<file path="config.mk">
export PLATFORM = sky130hd
export DESIGN_NAME = luminance_template_correlator
export DESIGN_NICKNAME = d
export VERILOG_FILES = /design/src/hdl/ltc_pkg.sv /design/src/hdl/luminance_template_correlator.sv /design/src/hdl/ltc_front.sv /design/src/hdl/ltc_fifo.sv /design/src/hdl/ltc_divider.sv
export SDC_FILE = /design/constraint.sdc
export NUM_CORES = 2
export LEC_CHECK = 0
export BUFFER_PORTS_ARGS = -buffer_cell sky130_fd_sc_hd__buf_2
export CORE_UTILIZATION = 53
export DETAILED_ROUTE_END_ITERATION = 10
export PLACE_DENSITY = 0.71
export SLEW_MARGIN = 30
export SYNTH_ARGS = -nofsm -noshare
export SYNTH_HDL_FRONTEND = slang
export SYNTH_SLANG_ARGS = --single-unit
</file>
<file path="constraint.sdc">
create_clock -name clock -period 12 [get_ports clock]
set_input_delay 1.8 -clock clock [delete_from_list [all_inputs] [get_ports clock]]
set_output_delay 1.8 -clock clock [all_outputs]
set_load 0.005 [all_outputs]
</file>
<file path="src/hdl/ltc_pkg.sv">
`default_nettype none
// ---------------------------------------------------------------------------
// ltc_pkg
// Shared widths, the frame-sum word type and the pixel conversion functions
// of the luminance template correlator.
// ---------------------------------------------------------------------------
package ltc_pkg;

   localparam int PROD_W     = 40;
   localparam int MASK_W     = 28;
   localparam int SIM_W      = 48;
   localparam int PIX_W      = 8;
   localparam int PROD_PIX_W = 17;
   localparam int FIFO_DEPTH = 2;
   localparam int FIFO_PTR_W = (FIFO_DEPTH > 1) ? $clog2(FIFO_DEPTH) : 1;
   localparam int FIFO_CNT_W = $clog2(FIFO_DEPTH + 1);
   localparam int DIV_STEPS  = SIM_W;
   localparam int DIV_CNT_W  = $clog2(DIV_STEPS);
   localparam int REM_W      = MASK_W + 1;

   typedef struct packed {
      logic signed [PROD_W-1:0] weighted_sum;
      logic signed [MASK_W-1:0] mask_total;
   } frame_sums_type;

   // inverted luminance, q8 weights, rounded up
   function automatic logic [PIX_W-1:0] inv_lum(input logic [PIX_W-1:0] b0,
                                                input logic [PIX_W-1:0] b1,
                                                input logic [PIX_W-1:0] b2);
      logic [15:0] s;
      logic [15:0] r;
      s = 16'd77 * 16'(b0) + 16'd150 * 16'(b1) + 16'd29 * 16'(b2);
      r = (s + 16'd255) >> 8;
      return PIX_W'(16'd255 - r);
   endfunction

   // sigmoid rom
   function automatic logic [PIX_W-1:0] sigmoid(input logic [PIX_W-1:0] d);
      logic [PIX_W-1:0] c;
      case (d)
         8'd117:  c = 8'd1;
         8'd118:  c = 8'd2;
         8'd119:  c = 8'd4;
         8'd120:  c = 8'd6;
         8'd121:  c = 8'd11;
         8'd122:  c = 8'd18;
         8'd123:  c = 8'd29;
         8'd124:  c = 8'd45;
         8'd125:  c = 8'd67;
         8'd126:  c = 8'd95;
         8'd127:  c = 8'd127;
         8'd128:  c = 8'd159;
         8'd129:  c = 8'd187;
         8'd130:  c = 8'd209;
         8'd131:  c = 8'd225;
         8'd132:  c = 8'd236;
         8'd133:  c = 8'd243;
         8'd134:  c = 8'd248;
         8'd135:  c = 8'd250;
         8'd136:  c = 8'd252;
         8'd137:  c = 8'd253;
         default: begin
            if (d < 8'd117) c = 8'd0;
            else if (d < 8'd160) c = 8'd254;
            else c = 8'd255;
         end
      endcase
      return c;
   endfunction

endpackage
`default_nettype wire

</file>
<file path="src/hdl/luminance_template_correlator.sv">
`default_nettype none
// ---------------------------------------------------------------------------
// luminance_template_correlator
// Correlates a mask image against a camera image by inverted luminance.
//
// The req channel takes one mask pixel and one camera pixel per word, one
// word per cycle unless req_stall is high; req_last_pixel closes the frame.
// Non-final pixels give no result. The final pixel gives one rsp word:
// weighted sum, mask total, their q8 quotient (saturated) and a zero-divisor
// flag. The quotient comes from a 48-step bit-serial divider that takes one
// frame at a time. Pixel throughput is one per cycle while req_stall is low.
// A two-word queue holds frame sums; frames shorter than the divider time
// fill it and then req_stall rises on a final pixel until a slot frees.
// rsp_stall holds the result word; the divider then waits, and the front end
// keeps accepting pixels until the queue is full.
// Reset clears the sums, the queue and the output valid.
// ---------------------------------------------------------------------------
module luminance_template_correlator import ltc_pkg::*; (
   input  wire logic                     clock,
   input  wire logic                     reset,
   input  wire logic                     req_valid,
   output      logic                     req_stall,
   input  wire logic [PIX_W-1:0]         req_mask_byte_0,
   input  wire logic [PIX_W-1:0]         req_mask_byte_1,
   input  wire logic [PIX_W-1:0]         req_mask_byte_2,
   input  wire logic [PIX_W-1:0]         req_cam_byte_0,
   input  wire logic [PIX_W-1:0]         req_cam_byte_1,
   input  wire logic [PIX_W-1:0]         req_cam_byte_2,
   input  wire logic                     req_last_pixel,
   output      logic                     rsp_valid,
   input  wire logic                     rsp_stall,
   output      logic signed [PROD_W-1:0] rsp_weighted_sum,
   output      logic signed [MASK_W-1:0] rsp_mask_total,
   output      logic signed [SIM_W-1:0]  rsp_similarity_q8,
   output      logic                     rsp_zero_divisor
);

   logic           q_push, q_pop, q_full, q_empty;
   frame_sums_type push_word, pop_word;

   ltc_front u_front (
      .clock           (clock),
      .reset           (reset),
      .req_valid       (req_valid),
      .req_stall       (req_stall),
      .req_mask_byte_0 (req_mask_byte_0),
      .req_mask_byte_1 (req_mask_byte_1),
      .req_mask_byte_2 (req_mask_byte_2),
      .req_cam_byte_0  (req_cam_byte_0),
      .req_cam_byte_1  (req_cam_byte_1),
      .req_cam_byte_2  (req_cam_byte_2),
      .req_last_pixel  (req_last_pixel),
      .q_full          (q_full),
      .q_push          (q_push),
      .q_word          (push_word)
   );

   ltc_fifo u_fifo (
      .clock     (clock),
      .reset     (reset),
      .push      (q_push),
      .push_word (push_word),
      .pop       (q_pop),
      .pop_word  (pop_word),
      .full      (q_full),
      .empty     (q_empty)
   );

   ltc_divider u_divider (
      .clock             (clock),
      .reset             (reset),
      .q_empty           (q_empty),
      .q_word            (pop_word),
      .q_pop             (q_pop),
      .rsp_valid         (rsp_valid),
      .rsp_stall         (rsp_stall),
      .rsp_weighted_sum  (rsp_weighted_sum),
      .rsp_mask_total    (rsp_mask_total),
      .rsp_similarity_q8 (rsp_similarity_q8),
      .rsp_zero_divisor  (rsp_zero_divisor)
   );

endmodule
`default_nettype wire

</file>
<file path="src/hdl/ltc_front.sv">
`default_nettype none
// ---------------------------------------------------------------------------
// ltc_front
// Pixel front end: luminance, sigmoid, product and frame accumulation,
// one pixel per cycle unless stalled; queues the frame sums on the last pixel.
// ---------------------------------------------------------------------------
module ltc_front import ltc_pkg::*; (
   input  wire logic                 clock,
   input  wire logic                 reset,
   input  wire logic                 req_valid,
   output      logic                 req_stall,
   input  wire logic [PIX_W-1:0]     req_mask_byte_0,
   input  wire logic [PIX_W-1:0]     req_mask_byte_1,
   input  wire logic [PIX_W-1:0]     req_mask_byte_2,
   input  wire logic [PIX_W-1:0]     req_cam_byte_0,
   input  wire logic [PIX_W-1:0]     req_cam_byte_1,
   input  wire logic [PIX_W-1:0]     req_cam_byte_2,
   input  wire logic                 req_last_pixel,
   input  wire logic                 q_full,
   output      logic                 q_push,
   output      frame_sums_type       q_word
);

   logic                         adv;
   logic                         s1_valid_ff, s1_valid_in;
   logic [PIX_W-1:0]             s1_m_ff, s1_m_in;
   logic [PIX_W-1:0]             s1_d_ff, s1_d_in;
   logic                         s1_last_ff, s1_last_in;
   logic                         s2_valid_ff, s2_valid_in;
   logic signed [PIX_W-1:0]      s2_sm_ff, s2_sm_in;
   logic signed [PROD_PIX_W-1:0] s2_prod_ff, s2_prod_in;
   logic                         s2_last_ff, s2_last_in;
   logic [PROD_W-1:0]            pacc_ff, pacc_in;
   logic [MASK_W-1:0]            macc_ff, macc_in;
   logic [PROD_W-1:0]            psum;
   logic [MASK_W-1:0]            msum;
   logic [PIX_W-1:0]             cam_c;
   logic signed [PIX_W:0]        ctr;
   logic signed [PROD_PIX_W-1:0] ctr_ext;
   logic signed [PROD_PIX_W-1:0] sc_ext;

   assign adv       = !(s2_valid_ff && s2_last_ff && q_full);
   assign req_stall = !adv;

   always_comb begin
      s1_valid_in = s1_valid_ff;
      s1_m_in     = s1_m_ff;
      s1_d_in     = s1_d_ff;
      s1_last_in  = s1_last_ff;
      if (adv) begin
         s1_valid_in = req_valid;
         s1_m_in     = inv_lum(req_mask_byte_0, req_mask_byte_1, req_mask_byte_2);
         s1_d_in     = inv_lum(req_cam_byte_0, req_cam_byte_1, req_cam_byte_2);
         s1_last_in  = req_last_pixel;
      end
   end

   assign cam_c   = sigmoid(s1_d_ff);
   assign ctr     = $signed({s1_m_ff[PIX_W-1], s1_m_ff}) - 9'sd128;
   assign ctr_ext = $signed({{(PROD_PIX_W-PIX_W-1){ctr[PIX_W]}}, ctr});
   assign sc_ext  = $signed({{(PROD_PIX_W-PIX_W){cam_c[PIX_W-1]}}, cam_c});

   always_comb begin
      s2_valid_in = s2_valid_ff;
      s2_sm_in    = s2_sm_ff;
      s2_prod_in  = s2_prod_ff;
      s2_last_in  = s2_last_ff;
      if (adv) begin
         s2_valid_in = s1_valid_ff;
         s2_sm_in    = $signed(s1_m_ff);
         s2_prod_in  = ctr_ext * sc_ext;
         s2_last_in  = s1_last_ff;
      end
   end

   assign psum = pacc_ff + {{(PROD_W-PROD_PIX_W){s2_prod_ff[PROD_PIX_W-1]}}, s2_prod_ff};
   assign msum = macc_ff + {{(MASK_W-PIX_W){s2_sm_ff[PIX_W-1]}}, s2_sm_ff};

   always_comb begin
      pacc_in = pacc_ff;
      macc_in = macc_ff;
      q_push  = 1'b0;
      if (s2_valid_ff && adv) begin
         if (s2_last_ff) begin
            q_push  = 1'b1;
            pacc_in = '0;
            macc_in = '0;
         end else begin
            pacc_in = psum;
            macc_in = msum;
         end
      end
   end

   assign q_word.weighted_sum = $signed(psum);
   assign q_word.mask_total   = $signed(msum);

   always_ff @(posedge clock) begin
      if (reset) begin
         s1_valid_ff <= 1'b0;
         s2_valid_ff <= 1'b0;
         pacc_ff     <= '0;
         macc_ff     <= '0;
      end else begin
         s1_valid_ff <= s1_valid_in;
         s2_valid_ff <= s2_valid_in;
         pacc_ff     <= pacc_in;
         macc_ff     <= macc_in;
      end
      s1_m_ff    <= s1_m_in;
      s1_d_ff    <= s1_d_in;
      s1_last_ff <= s1_last_in;
      s2_sm_ff   <= s2_sm_in;
      s2_prod_ff <= s2_prod_in;
      s2_last_ff <= s2_last_in;
   end

endmodule
`default_nettype wire

</file>
<file path="src/hdl/ltc_fifo.sv">
`default_nettype none
// ---------------------------------------------------------------------------
// ltc_fifo
// Short queue of frame-sum words between the pixel front end and the divider.
// ---------------------------------------------------------------------------
module ltc_fifo import ltc_pkg::*; (
   input  wire logic           clock,
   input  wire logic           reset,
   input  wire logic           push,
   input  wire frame_sums_type push_word,
   input  wire logic           pop,
   output      frame_sums_type pop_word,
   output      logic           full,
   output      logic           empty
);

   frame_sums_type          mem_ff [FIFO_DEPTH];
   logic [FIFO_PTR_W-1:0]   wr_ptr_ff, wr_ptr_in;
   logic [FIFO_PTR_W-1:0]   rd_ptr_ff, rd_ptr_in;
   logic [FIFO_CNT_W-1:0]   cnt_ff, cnt_in;
   logic                    do_push, do_pop;

   assign full     = (cnt_ff == FIFO_CNT_W'(FIFO_DEPTH));
   assign empty    = (cnt_ff == '0);
   assign do_push  = push && !full;
   assign do_pop   = pop && !empty;
   assign pop_word = mem_ff[rd_ptr_ff];

   always_comb begin
      wr_ptr_in = wr_ptr_ff;
      rd_ptr_in = rd_ptr_ff;
      cnt_in    = cnt_ff;
      if (do_push) begin
         wr_ptr_in = (wr_ptr_ff == FIFO_PTR_W'(FIFO_DEPTH - 1)) ? '0 : wr_ptr_ff + 1'b1;
      end
      if (do_pop) begin
         rd_ptr_in = (rd_ptr_ff == FIFO_PTR_W'(FIFO_DEPTH - 1)) ? '0 : rd_ptr_ff + 1'b1;
      end
      if (do_push && !do_pop) begin
         cnt_in = cnt_ff + 1'b1;
      end else if (do_pop && !do_push) begin
         cnt_in = cnt_ff - 1'b1;
      end
   end

   always_ff @(posedge clock) begin
      if (reset) begin
         wr_ptr_ff <= '0;
         rd_ptr_ff <= '0;
         cnt_ff    <= '0;
      end else begin
         wr_ptr_ff <= wr_ptr_in;
         rd_ptr_ff <= rd_ptr_in;
         cnt_ff    <= cnt_in;
      end
      if (do_push) begin
         mem_ff[wr_ptr_ff] <= push_word;
      end
   end

endmodule
`default_nettype wire

</file>
<file path="src/hdl/ltc_divider.sv">
`default_nettype none
// ---------------------------------------------------------------------------
// ltc_divider
// Back end: takes a frame-sum word, forms the q8 quotient with a restoring
// divider one bit per cycle, saturates it and holds the result word.
// ---------------------------------------------------------------------------
module ltc_divider import ltc_pkg::*; (
   input  wire logic               clock,
   input  wire logic               reset,
   input  wire logic               q_empty,
   input  wire frame_sums_type     q_word,
   output      logic               q_pop,
   output      logic               rsp_valid,
   input  wire logic               rsp_stall,
   output      logic signed [PROD_W-1:0] rsp_weighted_sum,
   output      logic signed [MASK_W-1:0] rsp_mask_total,
   output      logic signed [SIM_W-1:0]  rsp_similarity_q8,
   output      logic               rsp_zero_divisor
);

   typedef enum logic [1:0] {ST_IDLE, ST_DIV, ST_DONE} state_type;

   state_type                state_ff, state_in;
   logic [DIV_CNT_W-1:0]     cnt_ff, cnt_in;
   logic [SIM_W-1:0]         quo_ff, quo_in;
   logic [REM_W-1:0]         rem_ff, rem_in;
   logic [MASK_W-1:0]        dvs_ff, dvs_in;
   logic                     neg_ff, neg_in;
   logic                     zero_ff, zero_in;
   frame_sums_type           sums_ff, sums_in;
   logic                     out_valid_ff, out_valid_in;
   logic signed [PROD_W-1:0] out_ws_ff, out_ws_in;
   logic signed [MASK_W-1:0] out_mt_ff, out_mt_in;
   logic signed [SIM_W-1:0]  out_q_ff, out_q_in;
   logic                     out_zero_ff, out_zero_in;
   logic [SIM_W-1:0]         dividend;
   logic [REM_W-1:0]         rem_sh;
   logic [SIM_W-1:0]         q_final;
   logic                     out_free;

   assign dividend = {q_word.weighted_sum, 8'd0};
   assign rem_sh   = {rem_ff[REM_W-2:0], quo_ff[SIM_W-1]};
   assign out_free = !out_valid_ff || !rsp_stall;

   always_comb begin
      if (zero_ff) begin
         q_final = '0;
      end else if (neg_ff) begin
         q_final = '0 - quo_ff;
      end else if (quo_ff[SIM_W-1]) begin
         q_final = {1'b0, {(SIM_W-1){1'b1}}};
      end else begin
         q_final = quo_ff;
      end
   end

   always_comb begin
      state_in     = state_ff;
      cnt_in       = cnt_ff;
      quo_in       = quo_ff;
      rem_in       = rem_ff;
      dvs_in       = dvs_ff;
      neg_in       = neg_ff;
      zero_in      = zero_ff;
      sums_in      = sums_ff;
      out_valid_in = out_valid_ff && rsp_stall;
      out_ws_in    = out_ws_ff;
      out_mt_in    = out_mt_ff;
      out_q_in     = out_q_ff;
      out_zero_in  = out_zero_ff;
      q_pop        = 1'b0;
      case (state_ff)
         ST_IDLE: begin
            if (!q_empty) begin
               q_pop   = 1'b1;
               sums_in = q_word;
               zero_in = (q_word.mask_total == '0);
               neg_in  = q_word.weighted_sum[PROD_W-1] ^ q_word.mask_total[MASK_W-1];
               quo_in  = dividend[SIM_W-1] ? ('0 - dividend) : dividend;
               dvs_in  = q_word.mask_total[MASK_W-1] ?
                         ('0 - q_word.mask_total) : q_word.mask_total;
               rem_in  = '0;
               cnt_in  = '0;
               state_in = (q_word.mask_total == '0) ? ST_DONE : ST_DIV;
            end
         end
         ST_DIV: begin
            if (rem_sh >= {1'b0, dvs_ff}) begin
               rem_in = rem_sh - {1'b0, dvs_ff};
               quo_in = {quo_ff[SIM_W-2:0], 1'b1};
            end else begin
               rem_in = rem_sh;
               quo_in = {quo_ff[SIM_W-2:0], 1'b0};
            end
            cnt_in = cnt_ff + 1'b1;
            if (cnt_ff == DIV_CNT_W'(DIV_STEPS - 1)) begin
               state_in = ST_DONE;
            end
         end
         ST_DONE: begin
            if (out_free) begin
               out_valid_in = 1'b1;
               out_ws_in    = sums_ff.weighted_sum;
               out_mt_in    = sums_ff.mask_total;
               out_q_in     = $signed(q_final);
               out_zero_in  = zero_ff;
               state_in     = ST_IDLE;
            end
         end
         default: begin
            state_in = ST_IDLE;
         end
      endcase
   end

   always_ff @(posedge clock) begin
      if (reset) begin
         state_ff     <= ST_IDLE;
         out_valid_ff <= 1'b0;
      end else begin
         state_ff     <= state_in;
         out_valid_ff <= out_valid_in;
      end
      cnt_ff      <= cnt_in;
      quo_ff      <= quo_in;
      rem_ff      <= rem_in;
      dvs_ff      <= dvs_in;
      neg_ff      <= neg_in;
      zero_ff     <= zero_in;
      sums_ff     <= sums_in;
      out_ws_ff   <= out_ws_in;
      out_mt_ff   <= out_mt_in;
      out_q_ff    <= out_q_in;
      out_zero_ff <= out_zero_in;
   end

   assign rsp_valid         = out_valid_ff;
   assign rsp_weighted_sum  = out_ws_ff;
   assign rsp_mask_total    = out_mt_ff;
   assign rsp_similarity_q8 = out_q_ff;
   assign rsp_zero_divisor  = out_zero_ff;

endmodule
`default_nettype wire

</file>
=== Word level (Yosys, flattened, before mapping) ===
Memory sizes are Yosys's and may differ from the RTL's. A register that Yosys moved wholly into a read port is not among the register bits.
Cells that the tools add are included.

* Output and inout port bits: 119
* Memories: 1
* Word-level logic and storage cells: 150
* Flip-flop bits (word level): 417
* Memory bits (writable): 136

{| class="wikitable"
|+ Memory list
! memory !! depth !! width !! rd ports !! clocked after Yosys merged registers in !! write ports !! RTL line !! RTL
|-
| u_fifo.mem_ff || 2 || 68 || 1 || 1 || 1 || ltc_fifo.sv:17 || <nowiki>frame_sums_type mem_ff [FIFO_DEPTH];</nowiki>
|}

* Magnitude comparators: 3
* Add/sub/neg operators: 20
* Bitwise logic cells: 2
* Reductions and logical operators: 25
* Equality and inequality tests: 28
* Multipliers: 7
* Muxes and demuxes: 36

{| class="wikitable"
|+ Operators by type and width
! operator !! number
|-
| $pmux W8 S21 || 1
|-
| $mux W48 || 3
|-
| $pmux W48 S2 || 1
|-
| $sub A1 B48 Y48 const A || 2
|-
| $eq A8 B7 Y1 const B || 11
|-
| $mux W28 || 3
|-
| $eq A8 B8 Y1 const B || 10
|-
| $mul A7 B8 Y15 const A || 4
|-
| $pmux W28 S2 || 1
|-
| $mux W47 || 1
|-
| $add A40 B40 Y40 || 1
|-
| $mux W40 || 1
|-
| $add A15 B16 Y16 || 2
|-
| $add A16 B13 Y16 || 2
|-
| $add A16 B8 Y16 const B || 2
|-
| $ge A29 B28 Y1 || 1
|-
| $add A28 B28 Y28 || 1
|-
| $logic_not A28 Y1 || 1
|-
| $sub A1 B28 Y28 const A || 1
|-
| $sub A28 B28 Y28 || 1
|-
| $mux W27 || 1
|-
| $mul A5 B8 Y13 const A || 2
|-
| $mul A9 B8 Y17 || 1
|-
| $sub A8 B8 Y8 const A || 2
|-
| other kinds (27) || 65
|}

=== Logic depth before layout (Yosys ltp) ===
* Depth after elaboration: 10
* Depth in mapped cells: 27
* Mapped depth without buffers: 27

=== By module ===
A second synthesis with hierarchy kept.

* Cell total of the unflattened synthesis: 3285
* Area total of the unflattened synthesis: 36438.7 sq um

{| class="wikitable"
|+ Modules (own cells, without submodules)
! module !! area an instance (sq um) !! times used !! seq. area each (sq um) !! cells an instance
|-
| ltc_front || 16791.1 || 1 || 2692.6 || 1825
|-
| ltc_divider || 14446.4 || 1 || 8948.6 || 1223
|-
| ltc_fifo || 5201.2 || 1 || 4184.0 || 237
|}

=== Least setup slack after synthesis ===
OpenSTA, ideal clock, no wires.

* Path kind: in2reg
* Start: input port rsp_stall
* End: register u_divider.out_mt_ff[0], in the netlist u_divider.rsp_mask_total[0], enable pin
* Library setup time: 0.632 ns
* Stages on the path: 1
* Data required time: 11.368 ns
* Data arrival time: 7.314 ns
* Slack: 4.054 ns
* Buffers on the path: 0
* Cell sequence: a21oi_1

* Word-level cells in the longest chain between the ends: 3

{| class="wikitable"
|+ Ends and longest elaborated chain
! element !! RTL line !! RTL
|-
| start, declared || luminance_template_correlator.sv:31 || <nowiki>input wire logic rsp_stall,</nowiki>
|-
| $logic_not A1 Y1 || ltc_divider.sv:43 || <nowiki>assign out_free = !out_valid_ff || !rsp_stall;</nowiki>
|-
| $logic_or A1 B1 Y1 || ltc_divider.sv:43 ||
|-
| $reduce_and A2 Y1 (no source line) || -- ||
|-
| end signal, assigned || ltc_divider.sv:132 || <nowiki>out_mt_ff <= out_mt_in;</nowiki>
|-
| end, declared || ltc_divider.sv:33 || <nowiki>logic signed [MASK_W-1:0] out_mt_ff, out_mt_in;</nowiki>
|}

No other way between the ends.
A chain may end at the register's enable or synchronous reset.

=== Worst setup path after layout ===
* Start: input port req_cam_byte_1[4]
* End: register u_front.s1_d_ff[4], data pin

* Word-level cells in the longest chain between the ends: 5

{| class="wikitable"
|+ Ends and longest elaborated chain
! element !! RTL line !! RTL
|-
| start, declared || luminance_template_correlator.sv:27 || <nowiki>input wire logic [PIX_W-1:0] req_cam_byte_1,</nowiki>
|-
| $mul A7 B8 Y15 || ltc_pkg.sv:32 || <nowiki>s = 16'd77 * 16'(b0) + 16'd150 * 16'(b1) + 16'd29 * 16'(b2);</nowiki>
|-
| $add A15 B16 Y16 || ltc_pkg.sv:32 ||
|-
| $add A16 B13 Y16 || ltc_pkg.sv:32 ||
|-
| $add A16 B8 Y16 || ltc_pkg.sv:33 || <nowiki>r = (s + 16'd255) >> 8;</nowiki>
|-
| $sub A8 B8 Y8 || ltc_pkg.sv:34 || <nowiki>return PIX_W'(16'd255 - r);</nowiki>
|-
| end signal, assigned || ltc_front.sv:111 || <nowiki>s1_d_ff <= s1_d_in;</nowiki>
|-
| end, declared || ltc_front.sv:27 || <nowiki>logic [PIX_W-1:0] s1_d_ff, s1_d_in;</nowiki>
|}

No other way between the ends.

==> results_dict.tcl <==
set metrics [dict create \
    yosysMostFrequentCell "edfxtp_1" \
    dpl_cell_area_sq_um 38170 \
    multiInputGateArea_sq_um 18640 \
    post-route-drc-count 0 \
    fmaxAchievable_ghz 0.1277 \
    cp_data_required_time_ps 12340 \
    postSynth.asyncResetShare_pct 0 \
    dp_hpwl_um 54340 \
    grt_util_all_layers_pct 21.05 \
    layout-drive-gt1-share_pct 11.32 \
    clk_pin_slew_ps 60 \
    clkLatencyLatePin_ps 600 \
    path_cells "buf_2 > ha_1 > ha_1 > inv_1 > fa_1 > fa_1 > inv_1 > ha_1 > xnor2_1 > fa_1 > fa_1 > inv_1 > fa_1 > inv_1 > fa_1 > ha_1 > ha_1 > o21ai_0 > a21oi_1 > o41ai_1 > nor2b_1 > o21a_1 > or2_2" \
    io-pin-count 172 \
    via_count 24350 \
    holdBufCountCts 0 \
    cts_buffers 55 \
    htree_num_levels 2 \
    synth_top_area_cell "edfxtp_1" \
    cp_data_arrival_time_ps 8170 \
    cts_setup_buffers 0 \
    start_util_pct 53.82 \
    cts_max_path_buffers 3 \
    drv_slew 0 \
    cts.repair.resized 0 \
    skew_ps 21.34 \
    cpPeakStageDelay_ps 560 \
    synth_cell_types 90 \
    ant_nets 0 \
    fin_crit_sh_pct 65.24 \
    ys_ff_latch 553 \
    hold_viol_final 0 \
    routabilityCongestion 0.8762 \
    ys_top_cells_by_count "edfxtp_1 (475), inv_1 (412), ha_1 (324)" \
    relSlewSlack_pct 36.33 \
    end_kind "flop" \
    core-area_sq_um 67510 \
    setup_slack_ps 4171 \
    synth_edf_count 475 \
    nets 4026 \
    ys_top_cells_by_area "edfxtp_1 (39%), ha_1 (11%), fa_1 (9.8%)" \
    wirelength_um 72390 \
    seqCellArea_sq_um 15830 \
    final.setup.tns_ps 0 \
    clockRootBuffer "clkbuf_16" \
    cts_tree "yes" \
    worstHoldPathType "reg2reg" \
    io_buffers 171 \
    antenna_found_initial 0 \
    rsz0062_at_grt "false" \
    rows 95 \
    netlist_instances 3315 \
    synth-main-ff-cell "edfxtp_1" \
    cp_max_fo 4 \
    period_needed_ps 7829 \
    wire_per_inst_um 16.49 \
    status "complete, no violations" \
    fin_cells 4390 \
    dr.pass1.iters 6 \
    max_cap_violations 0 \
    ys_seq_area_share_pct 43.55 \
    area_delta_synth_final_pct 10.19 \
    die_w_um 263.8 \
    grt_max_degree 80 \
    setup_viol 0 \
    dpl.cell_count 4286 \
    critPathSlowestCell "o41ai_1" \
    synth_warnings 0 \
    stdcell_area_sq_um 40040 \
    worstMarginPinSlew_ps 955.1 \
    worst_setup_path_start_kind "primary input" \
    syn_area_sq_um 36340 \
    critPathTopFamily "adder cells" \
    pre_cts_slack_ps 3568 \
    vias_per_cell 5.547 \
    grt_pass1_wl_um 120600 \
    synth_fp_nets 3870 \
    drtIter0Drc 1599 \
    die_h_um 263.8 \
    grt_pass1_vias 24160 \
    cp_common_cell "fa_1" \
    grt_overflow 0 \
    worst-setup-path-type "in2reg" \
    cp.buffers_inverters 5 \
    syn-mean-instance-area_sq_um 10.96 \
    n_antenna_cell 0 \
    fillers 5596 \
    synth_top_cell_area_share_pct 39.25 \
    dieArea_sq_um 69610 \
    clock-sinks 553 \
]
-- worst paths after layout --
kind	startpoint	endpoint	slack [ps]	depth (start not counted)
max	req_cam_byte_1[4]	u_front.s1_d_ff[4]	4170	23
min	u_divider.sums_ff[60]	u_divider.rsp_weighted_sum[32]	410	0
max reg2reg	u_front.s1_d_ff[7]	u_front.s2_prod_ff[14]	5300	25
min reg2reg	u_divider.sums_ff[60]	u_divider.rsp_weighted_sum[32]	410	0
-- worst reg2reg max path: stages, from the launching register on --
cell and delay, ps:
edfxtp_1 630, nor3b_1 660, a211oi_1 160, a21oi_1 140
o32ai_1 110, a221oi_1 460, clkdlybuf4s18_2 350, and2_1 140
ha_1 240, fa_1 470, ha_1 300, inv_1 50
fa_1 520, inv_1 40, ha_1 210, fa_1 400
a21o_1 170, a21oi_1 210, o21bai_1 90, a21oi_1 220
o21bai_1 100, a21oi_1 230, nor2b_1 80, o21ai_0 210
nor2b_1 180, xnor2_1 80
-- flip-flops by register name, summed over array words and instances, names as in the netlist, 2 cells and up, named ones only --
signal                       flops
u_divider.dvs_ff                28
u_divider.rsp_weighted_sum      40
u_fifo.mem_ff                  136
u_divider.rem_ff                28
u_divider.sums_ff               67
u_divider.rsp_mask_total        28
u_front.s2_prod_ff              17
u_front.pacc_ff                 40
u_divider.rsp_similarity_q8     48
u_front.s1_d_ff                  8
u_front.s2_sm_ff                 8
u_divider.cnt_ff                 6
u_front.macc_ff                 28
u_fifo.cnt_ff                    2
u_divider.state_ff               2
u_front.s1_m_ff                  8
u_divider.quo_ff                48
-- through the flow --
stage | hold slack, ps | utilization [%]
CTS | 409.1 | 59.27
floorplan | 400.3 | -
detailed placement | 404.5 | 56.53
finish | 406.0 | 59.31
global placement | 400.3 | 56.46
global route | 421.1 | 59.31
-- kinds of logic after synthesis --
| kind of cell | count (synthesis) | share of synthesized area [%] |
|---|---|---|
| adder cells (fa/ha/maj) | 503 | 20.99 |
| XOR/XNOR | 207 | 4.990 |
| multiplexers | 74 | 2.159 |
| buffers and inverters | 510 | 5.392 |
| AO/OA/AOI/OAI | 683 | 12.24 |
| AND/OR/NAND/NOR | 785 | 10.68 |
| flip-flops | 553 | 43.55 |
-- metal layers --
metal / routed length [um] / GRT usage [%] / vias up / share of wire, %
met2: 34640 / 35.55 / 477 / 48
met3: 2851 / 2.554 / 84 / 3.9
met1: 33580 / 29.11 / 11790 / 46
met5: 0 / 0 / - / 0
met4: 1319 / 4.714 / 0 / 1.8
li1: - / - / 12000 / -
-- final cells by class --
cell class / count / area share [%]
sequential: 553 / 39.53
multi-input combinational: 2252 / 46.56
inverter: 412 / 3.862
timing repair buffer: 197 / 2.691
clock inverter: 39 / 1.028
clock buffer: 64 / 3.600
tap: 873 / 2.728
-- layout by cell type, fill, tap and decap left out, types with 60 or more instances in the layout --
cell type / netlist / layout
inv_1: 412 / 412
dfxtp_1: 78 / 77
fa_1: 178 / 178
o21ai_0: 133 / 133
edfxtp_1: 475 / 475
xnor2_1: 162 / 162
ha_1: 324 / 324
buf_2: 12 / 171
and2_1: 61 / 60
nand2_1: 209 / 209
nor2_1: 222 / 219
a21oi_1: 205 / 203
Power is left out: the tool's default activity adds up to more than one toggle a clock period on the data nets, which glitch-free logic cannot reach.
